## config.mk

```make
export PLATFORM = sky130hd
export DESIGN_NAME = dlpc_pi_side
export DESIGN_NICKNAME = d
export VERILOG_FILES = /design/src/dlpc_pkg.sv /design/src/dlpc_pi_side.sv
export SDC_FILE = /design/constraint.sdc
export NUM_CORES = 2
export LEC_CHECK = 0
export BUFFER_PORTS_ARGS = -buffer_cell sky130_fd_sc_hd__buf_2
export CORE_ASPECT_RATIO = 1.4
export CORE_MARGIN = 10
export CORE_UTILIZATION = 67
export DETAILED_ROUTE_END_ITERATION = 7
export GPL_ROUTABILITY_DRIVEN = 0
export GPL_TIMING_DRIVEN = 0
export PLACE_DENSITY = 0.84
export SETUP_SLACK_MARGIN = 0.3
export SLEW_MARGIN = 0
export SYNTH_ARGS = -nofsm -noshare
export SYNTH_HDL_FRONTEND = slang
export SYNTH_SLANG_ARGS = --single-unit
```

## constraint.sdc

```tcl
create_clock -name clk -period 12.8 [get_ports clk]
set_input_delay 1.92 -clock clk [delete_from_list [all_inputs] [get_ports clk]]
set_output_delay 1.92 -clock clk [all_outputs]
set_load 0.03 [all_outputs]
```

## src/dlpc_pkg.sv

```systemverilog
package dlpc_pkg;

  // Encoder count width and derived datapath widths
  localparam int COUNT_BITS = 20;
  localparam int POS_W      = COUNT_BITS + 1;
  localparam int SP_W       = 21;
  localparam int DELTA_W    = 16;
  localparam int PGAIN_W    = 16;
  localparam int IGAIN_W    = 32;
  localparam int DOFF_W     = 23;
  localparam int POWER_W    = 8;

  // Average position in Q.8: (posL + posR) * 128
  localparam int AVG_W = COUNT_BITS + 9;
  // Button or hold target in Q.8, before truncation
  localparam int TQ_W  = ((AVG_W > DOFF_W + 1) ? AVG_W : DOFF_W + 1) + 1;
  // Setpoint arithmetic width, wide enough for clamping and adding the delta
  localparam int SQ_W  = ((TQ_W - 8 > SP_W) ? TQ_W - 8 : SP_W) + 1;

  // PI datapath widths
  localparam int ERR_W = ((POS_W > SP_W) ? POS_W : SP_W) + 1;
  localparam int ACC_W = 40;
  localparam int IH_W  = ACC_W - 32;
  localparam int PP_W  = ERR_W + PGAIN_W;
  localparam int TL_W  = 62;
  localparam int PT_W  = (PP_W + 16 > TL_W) ? PP_W + 16 : TL_W;
  localparam int IT_W  = (ACC_W + IGAIN_W > TL_W) ? ACC_W + IGAIN_W : TL_W;
  localparam int TM_W  = TL_W + 1;
  localparam int SUM_W = TM_W + 1;
  localparam int Q_W   = SUM_W - 24;

  // Stream packing
  localparam int IN_BITS    = 2 * COUNT_BITS + 3 + DELTA_W;
  localparam int IN_TDATA_W = ((IN_BITS + 7) / 8) * 8;
  localparam int OUT_BITS   = 2 * POWER_W + SP_W;
  localparam int OUT_TDATA_W = ((OUT_BITS + 7) / 8) * 8;

  // Configuration port
  localparam int CFG_IDX_W  = 2;
  localparam int CFG_DATA_W = 32;

  typedef enum logic [CFG_IDX_W-1:0] {
    REG_PROP_GAIN     = 2'd0,
    REG_INTEGRAL_GAIN = 2'd1,
    REG_DRIVE_OFFSET  = 2'd2
  } cfg_reg_t;

  localparam logic [PGAIN_W-1:0] PROP_GAIN_RST     = PGAIN_W'(2560);
  localparam logic [IGAIN_W-1:0] INTEGRAL_GAIN_RST = '0;
  localparam logic [DOFF_W-1:0]  DRIVE_OFFSET_RST  = DOFF_W'(3251);

  // Direction of the last button press
  typedef enum logic [1:0] {
    DIR_NONE  = 2'd0,
    DIR_RAISE = 2'd1,
    DIR_LOWER = 2'd2
  } dir_t;

  // Hold lead of 5 counts in Q.8
  localparam logic signed [TQ_W-1:0] HOLD_STEP_Q8 = TQ_W'(5 * 256);

  // Setpoint limits in the setpoint arithmetic width
  localparam logic signed [SQ_W-1:0] SP_HI = SQ_W'((1 << (SP_W - 1)) - 1);
  localparam logic signed [SQ_W-1:0] SP_LO = ~SP_HI;

  // Product term limit 2^61 in Q.24 units
  localparam logic [PT_W-1:0] P_LIMIT = PT_W'(1) << (TL_W - 1);
  localparam logic [IT_W-1:0] I_LIMIT = IT_W'(1) << (TL_W - 1);

  localparam logic signed [Q_W-1:0] PWR_HI = Q_W'(127);
  localparam logic signed [Q_W-1:0] PWR_LO = -Q_W'(127);

  // Pipeline advance controls handed to each PI side
  typedef struct packed {
    logic take;  // stage 2 takes a valid item (integrator update)
    logic en3;
    logic en4;
    logic en5;
  } dlpc_adv_t;

  // Saturate to the 21-bit setpoint range
  function automatic logic signed [SP_W-1:0] sat_sp(input logic signed [SQ_W-1:0] v);
    logic signed [SQ_W-1:0] c;
    c = (v > SP_HI) ? SP_HI : ((v < SP_LO) ? SP_LO : v);
    return c[SP_W-1:0];
  endfunction

  // Divide a Q.8 value by 256, truncating toward zero
  function automatic logic signed [TQ_W-9:0] div8_trunc(input logic signed [TQ_W-1:0] v);
    logic signed [TQ_W-1:0] adj;
    adj = v + (v[TQ_W-1] ? TQ_W'(255) : '0);
    return adj[TQ_W-1:8];
  endfunction

endpackage

```

## src/dlpc_pi_side.sv

```systemverilog
module dlpc_pi_side (
  input  logic                               clk,
  input  logic                               rst,
  input  dlpc_pkg::dlpc_adv_t                adv,
  input  logic signed [dlpc_pkg::SP_W-1:0]   setpoint,
  input  logic signed [dlpc_pkg::POS_W-1:0]  position,
  input  logic [dlpc_pkg::PGAIN_W-1:0]       prop_gain,
  input  logic [dlpc_pkg::IGAIN_W-1:0]       integral_gain,
  output logic signed [dlpc_pkg::POWER_W-1:0] power
);
  import dlpc_pkg::*;

  // Stage 2: error and saturating integrator
  logic signed [ERR_W-1:0]   err;
  logic signed [ERR_W-1:0]   err_next;
  logic signed [ACC_W-1:0]   acc;
  logic signed [ACC_W-1:0]   acc_next;
  logic signed [ACC_W:0]     acc_sum;

  always_comb begin
    err_next = ERR_W'(setpoint) - ERR_W'(position);
    acc_sum  = (ACC_W + 1)'(acc) + (ACC_W + 1)'(err_next);
    if (acc_sum[ACC_W] != acc_sum[ACC_W-1]) begin
      acc_next = acc_sum[ACC_W] ? {1'b1, {(ACC_W - 1){1'b0}}} : {1'b0, {(ACC_W - 1){1'b1}}};
    end else begin
      acc_next = acc_sum[ACC_W-1:0];
    end
  end

  always_ff @(posedge clk) begin
    if (rst) begin
      acc <= '0;
    end else if (adv.take) begin
      acc <= acc_next;
    end
  end

  always_ff @(posedge clk) begin
    if (adv.take) begin
      err <= err_next;
    end
  end

  // Stage 3: magnitude products, integral split into two partial products
  logic [ERR_W-1:0]           err_mag;
  logic [ACC_W-1:0]           acc_mag;
  logic [PP_W-1:0]            p_prod;
  logic [63:0]                i_lo;
  logic [IH_W+IGAIN_W-1:0]    i_hi;
  logic                       err_neg;
  logic                       acc_neg;

  assign err_mag = err[ERR_W-1] ? ERR_W'(-err) : ERR_W'(err);
  assign acc_mag = acc[ACC_W-1] ? ACC_W'(-acc) : ACC_W'(acc);

  always_ff @(posedge clk) begin
    if (adv.en3) begin
      p_prod  <= PP_W'(err_mag) * PP_W'(prop_gain);
      i_lo    <= 64'(acc_mag[31:0]) * 64'(integral_gain);
      i_hi    <= (IH_W + IGAIN_W)'(acc_mag[ACC_W-1:32]) * (IH_W + IGAIN_W)'(integral_gain);
      err_neg <= err[ERR_W-1];
      acc_neg <= acc[ACC_W-1];
    end
  end

  // Stage 4: saturate each term at 2^61 and apply sign
  logic [PT_W-1:0]         p_full;
  logic [IT_W-1:0]         i_full;
  logic [TL_W-1:0]         p_mag;
  logic [TL_W-1:0]         i_mag;
  logic signed [TM_W-1:0]  p_term;
  logic signed [TM_W-1:0]  i_term;

  always_comb begin
    p_full = PT_W'({p_prod, 16'b0});
    i_full = IT_W'({i_hi, 32'b0}) + IT_W'(i_lo);
    p_mag  = (p_full > P_LIMIT) ? TL_W'(P_LIMIT) : TL_W'(p_full);
    i_mag  = (i_full > I_LIMIT) ? TL_W'(I_LIMIT) : TL_W'(i_full);
  end

  always_ff @(posedge clk) begin
    if (adv.en4) begin
      p_term <= err_neg ? -$signed({1'b0, p_mag}) : $signed({1'b0, p_mag});
      i_term <= acc_neg ? -$signed({1'b0, i_mag}) : $signed({1'b0, i_mag});
    end
  end

  // Stage 5: sum, truncate toward zero by 2^24, clamp to +-127
  logic signed [SUM_W-1:0] sum;
  logic signed [SUM_W-1:0] sum_adj;
  logic signed [Q_W-1:0]   q;
  logic signed [Q_W-1:0]   q_sat;

  always_comb begin
    sum     = SUM_W'(p_term) + SUM_W'(i_term);
    sum_adj = sum + (sum[SUM_W-1] ? SUM_W'(24'hFF_FFFF) : '0);
    q       = sum_adj[SUM_W-1:24];
    q_sat   = (q > PWR_HI) ? PWR_HI : ((q < PWR_LO) ? PWR_LO : q);
  end

  always_ff @(posedge clk) begin
    if (adv.en5) begin
      power <= q_sat[POWER_W-1:0];
    end
  end

endmodule

```

== Word level (Yosys, flattened, before mapping) ==
Index checks and enable logic that the tools add are counted.

* Memories: 0
* Bits of input ports: 96
* Bits in latches: 0
* ROM bits: 0
* Logic and storage cells: 41
* Register bits after elaboration: 340
* Bits in writable memories: 0
* Output and inout port bits: 8

* Order comparisons: 4
* Bitwise gates (word level): 0
* Muxes and demuxes: 10
* Add/subtract/negate cells: 9
* Div/mod/pow operators: 0
* Reduce and logical (&&, ||, !) cells: 1
* Shifts and indexed selects: 0
* Equality and inequality tests: 1
* Multiply operators: 3

{| class="wikitable"
|+ Operator list
! cell !! number
|-
| $mux W62 || 4
|-
| $neg A62 Y63 || 2
|-
| $mux W40 || 3
|-
| $add A72 B64 Y72 || 1
|-
| $gt A72 B62 Y1 const B || 1
|-
| $add A63 B63 Y64 || 1
|-
| $add A64 B24 Y64 || 1
|-
| $mul A32 B32 Y64 || 1
|-
| $gt A54 B62 Y1 const B || 1
|-
| $add A40 B22 Y41 || 1
|-
| $gt A40 B8 Y1 const B || 1
|-
| $lt A40 B8 Y1 const B || 1
|-
| $mul A8 B32 Y40 || 1
|-
| $neg A40 Y40 || 1
|-
| $mul A22 B16 Y38 || 1
|-
| $mux W24 || 1
|-
| $mux W22 || 1
|-
| $neg A22 Y22 || 1
|-
| $sub A21 B21 Y22 || 1
|-
| $mux W8 || 1
|-
| $reduce_or A2 Y1 || 1
|-
| $ne A1 B1 Y1 || 1
|}

== Depth between registers and ports, before layout ==
* Word-level depth: 5
* Gate-level depth with buffers: 42
* Gate-level depth less buffers: 39

== Worst setup path before layout ==
Ideal clock, no wire load.

* Path type: register to register
* From: register acc[9]
* To: register i_lo[63] (data pin)
* Clock period less this slack: 10.454 ns
* Arrival time: 10.191 ns
* Required time: 12.536 ns
* Path buffers: 1
* Path slack: 2.346 ns
* Stages on the path, launching flop included: 36
* Cell sequence: dfxtp_1 -> or4_1 -> or3_1 -> or3_1 -> or3_1 -> or4_1 -> o41ai_1 -> xnor2_1 -> clkbuf_1 -> and2_1 -> fa_1 -> fa_1 -> fa_1 -> inv_1 -> fa_1 -> inv_1 -> fa_1 -> fa_1 -> fa_1 -> inv_1 -> fa_1 -> inv_1 -> ha_1 -> and3_1 -> nor2b_1 -> nand3_1 -> a311o_1 -> o31ai_1 -> o41a_1 -> a31oi_1 -> o31a_1 -> a21oi_1 -> a211oi_1 -> o21bai_1 -> a221oi_1 -> xnor2_1

* Word-level cells in the longest chain between the ends: 3

{| class="wikitable"
|+ RTL lines
! what !! RTL line !! text
|-
| start: declaration || dlpc_pi_side.sv:16 || <nowiki>logic signed [ACC_W-1:0] acc;</nowiki>
|-
| start signal: assignment || dlpc_pi_side.sv:34 || <nowiki>acc <= acc_next;</nowiki>
|-
| $neg A40 Y40 || dlpc_pi_side.sv:54 || <nowiki>assign acc_mag = acc[ACC_W-1] ? ACC_W'(-acc) : ACC_W'(acc);</nowiki>
|-
| $mux W40 (*) || dlpc_pi_side.sv:54 ||
|-
| $mul A32 B32 Y64 (*) || dlpc_pi_side.sv:59 || <nowiki>i_lo <= 64'(acc_mag[31:0]) * 64'(integral_gain);</nowiki>
|-
| end signal: assignment || dlpc_pi_side.sv:59 ||
|-
| end: declaration || dlpc_pi_side.sv:48 || <nowiki>logic [63:0] i_lo;</nowiki>
|}

Every way passes the cells marked *; elsewhere a longest branch is shown, timed or not.
A chain may end at the register's enable or synchronous reset.

== Worst setup path after layout ==
* From: register acc[0]
* To: register i_lo[61] (data pin)

The elaborated chain is that of the path after synthesis.

==> results.json <==
{
  "viasPerCell": 6.33,
  "layout_min_cycle_time_ns": 12.40,
  "synth_edf_count": 284,
  "seqCellArea_um2": 9330,
  "syn-instance-count": 8056,
  "syn_area_per_cell_um2": 9.17,
  "clk_latency_ns": 0.56,
  "synthArstFlopShare_pct": 0,
  "rsz0062_at_grt": "true",
  "drt-total-wl_um": 238000,
  "cp_max_fo": 10,
  "status": "finished, violations left",
  "crit_path_frequent_cell": "fa_1",
  "synth.net_count": 10100,
  "cts_tree": "done",
  "final_nets": 10200,
  "cp_slowest_stage_delay_ns": 0.61,
  "path_clk_slew_ns": 0.07,
  "synth_area_leaders": "fa_1 37%, edfxtp_1 12%, ha_1 10%",
  "grt_pass1_vias": 64300,
  "fillCellCount": 7726,
  "multiInputGateArea_um2": 58300,
  "die_area_um2": 124000,
  "core-area_um2": 110000,
  "final_util_pct": 70.9,
  "fmax_mhz": 80.6,
  "crit_family": "adder cells",
  "cts_root_buf": "clkbuf_16",
  "wire_per_inst_um": 24.5,
  "fin_skew_ns": 0.0316,
  "synth_cell_types": 95,
  "crit_path_start_kind": "register",
  "grt-ovfl-total": 0,
  "maxSlewHeadroom_pct": -14.2,
  "dpl.hpwl_um": 192000,
  "die_h_um": 413,
  "cts_sinks": 324,
  "worstMarginPinSlew_ns": 1.70,
  "drt-initial-drc-count": 6315,
  "violations": "design-rule violations, max-capacitance violations, max-slew violations",
  "hold_violations": 0,
  "synth_seq_cells": 324,
  "cts_buffer_depth": 3,
  "firstDrtPassIters": 8,
  "htreeDepth": 2,
  "yosys.area.top_type": "fa_1",
  "synth.cells.most_frequent": "1368 x inv_1, 1358 x fa_1, 1027 x nand2_1",
  "portBuffers": 73,
  "fin_setup_tns_ns": 0,
  "cp.required_ns": 13.13,
  "synth_seq_area_share_pct": 12.6,
  "cts.hold.buffers_added": 0,
  "syn_to_final_growth_pct": 5.37,
  "grt_max_degree": 112,
  "drc": 10,
  "netlist_area_um2": 73900,
  "ioPinCount": 104,
  "cp-end-kind": "register",
  "hp-class": "reg2reg",
  "path_class": "reg2reg",
  "ant_nets": 0,
  "slowest_stage": "fa_1",
  "row_count": 144,
  "cp.arrival_ns": 12.74,
  "start_util_pct": 67.3,
  "grt.total_usage_pct": 38.6,
  "maxSlewViolCount": 19,
  "vias": 61300,
  "ys.flop_type": "edfxtp_1",
  "finalCritPeriodShare_pct": 96.9,
  "grt_pass1_wl_um": 363000,
  "antenna_found_initial": 28,
  "cap_violations": 4,
  "synth_most_common_cell": "inv_1",
  "cts_made_buffers": 34,
  "finalSetupViolations": 0,
  "crit_buf_inv": 9,
  "yosys_warnings": 0,
  "dieWidth_um": 301,
  "drive_gt1_share_pct": 3.45,
  "yosys.area.top_type_share_pct": 36.8
}
[through the flow]
stage | hold WS (ns) | instances | cell area [um^2] | setup WS (ns)
2_1_floorplan | 0.453 | 8056 | 73900 | 2.35
3_3_place_gp | 0.522 | 9589 | 76100 | -0.614
3_5_place_dp | 0.523 | 9594 | 76200 | -0.909
4_1_cts | 0.533 | 9658 | 77500 | 0.302
5_1_grt | 0.543 | 9665 | 77800 | 0.261
6_report | 0.533 | 9687 | 77800 | 0.396
[metal layers]
layer / global-route usage [%] / vias to the layer above / share of wire, %
met5: 0 / - / 0.086
met4: 34.9 / 20 / 12
met3: 13.6 / 1659 / 13
met2: 61.3 / 4400 / 45
met1: 40.1 / 29600 / 31
li1: - / 25700 / -
[sequential cells by signal, summed over array words and instances, names as in the netlist]
name / count
acc: 40
acc_neg: 1
err: 22
err_neg: 1
i_hi: 40
i_lo: 64
i_term: 63
p_prod: 38
p_term: 47
power: 8
[path summary, 6_finish.rpt]
path	end	slack, ns	from	depth (start not counted)
max	i_lo[61]	0.40	acc[0]	43
min reg2reg	p_term[16]	0.53	p_prod[0]	0
min	p_term[16]	0.53	p_prod[0]	0
max reg2reg	i_lo[61]	0.40	acc[0]	43
[repair_timing]
item,CTS,global route
gates resized for setup,40,70
endpoints found under the setup margin,16,11
pin swaps,1,5
setup buffers,4,2
[cells in the final DEF, fill, tap and decap left out, types with 35 or more instances in the layout]
| master | instances |
|---|---|
| nand3_1 | 71 |
| or3_1 | 49 |
| nor2b_1 | 72 |
| clkbuf_16 | 35 |
| a21o_1 | 91 |
| nor2_1 | 281 |
| and2_1 | 792 |
| maj3_1 | 39 |
| a21oi_1 | 226 |
| a211oi_1 | 74 |
| o31ai_1 | 53 |
| inv_1 | 1368 |
| clkbuf_1 | 336 |
| nand2_1 | 1026 |
| fa_1 | 1358 |
| xnor2_1 | 230 |
| dfxtp_1 | 40 |
| nand2b_1 | 59 |
| o21ai_0 | 168 |
| buf_2 | 83 |
| o21a_1 | 43 |
| nor3_1 | 110 |
| and3_1 | 44 |
| edfxtp_1 | 284 |
| ha_1 | 600 |
| or2_2 | 38 |
| xor2_1 | 106 |
[worst reg2reg max path, delay by kind of cell, from the launching register on]
family | cells | cell delay [ns]
DFF | 1 | 0.31
adders and majority gates | 10 | 4.46
AOI/OAI and AO/OA | 12 | 3.05
buffers and inverters | 9 | 1.45
and+or+nand+nor | 10 | 2.35
xor gates and xnor gates | 2 | 0.58
[kinds of logic (layout without fill, tap and decap cells)]
kind of cell	Yosys count	in the layout	synth area share, %
AOI/OAI and AO/OA	934	934	8.35
xor gates and xnor gates	357	357	4.23
adders and majority gates	1997	1997	47.5
buffers and inverters	1746	1891	8.90
DFF	324	324	12.6
muxes	6	6	0.0813
other	0	26	0
and+or+nand+nor	2692	2692	18.3
[layout make-up]
type	count	share of cell area, %
diodes	26	0.0836
plain buffers	375	1.91
clock buffers	40	1.15
clock inverters	20	0.235
inverters	1370	6.61
multi-input cells	5986	74.9
flip-flops and latches	324	12.0
well taps	1460	2.35
repair buffers	86	0.730
Power is not shown: default switching activity piles up to over one toggle a cycle in this logic, so the estimate is an artifact.
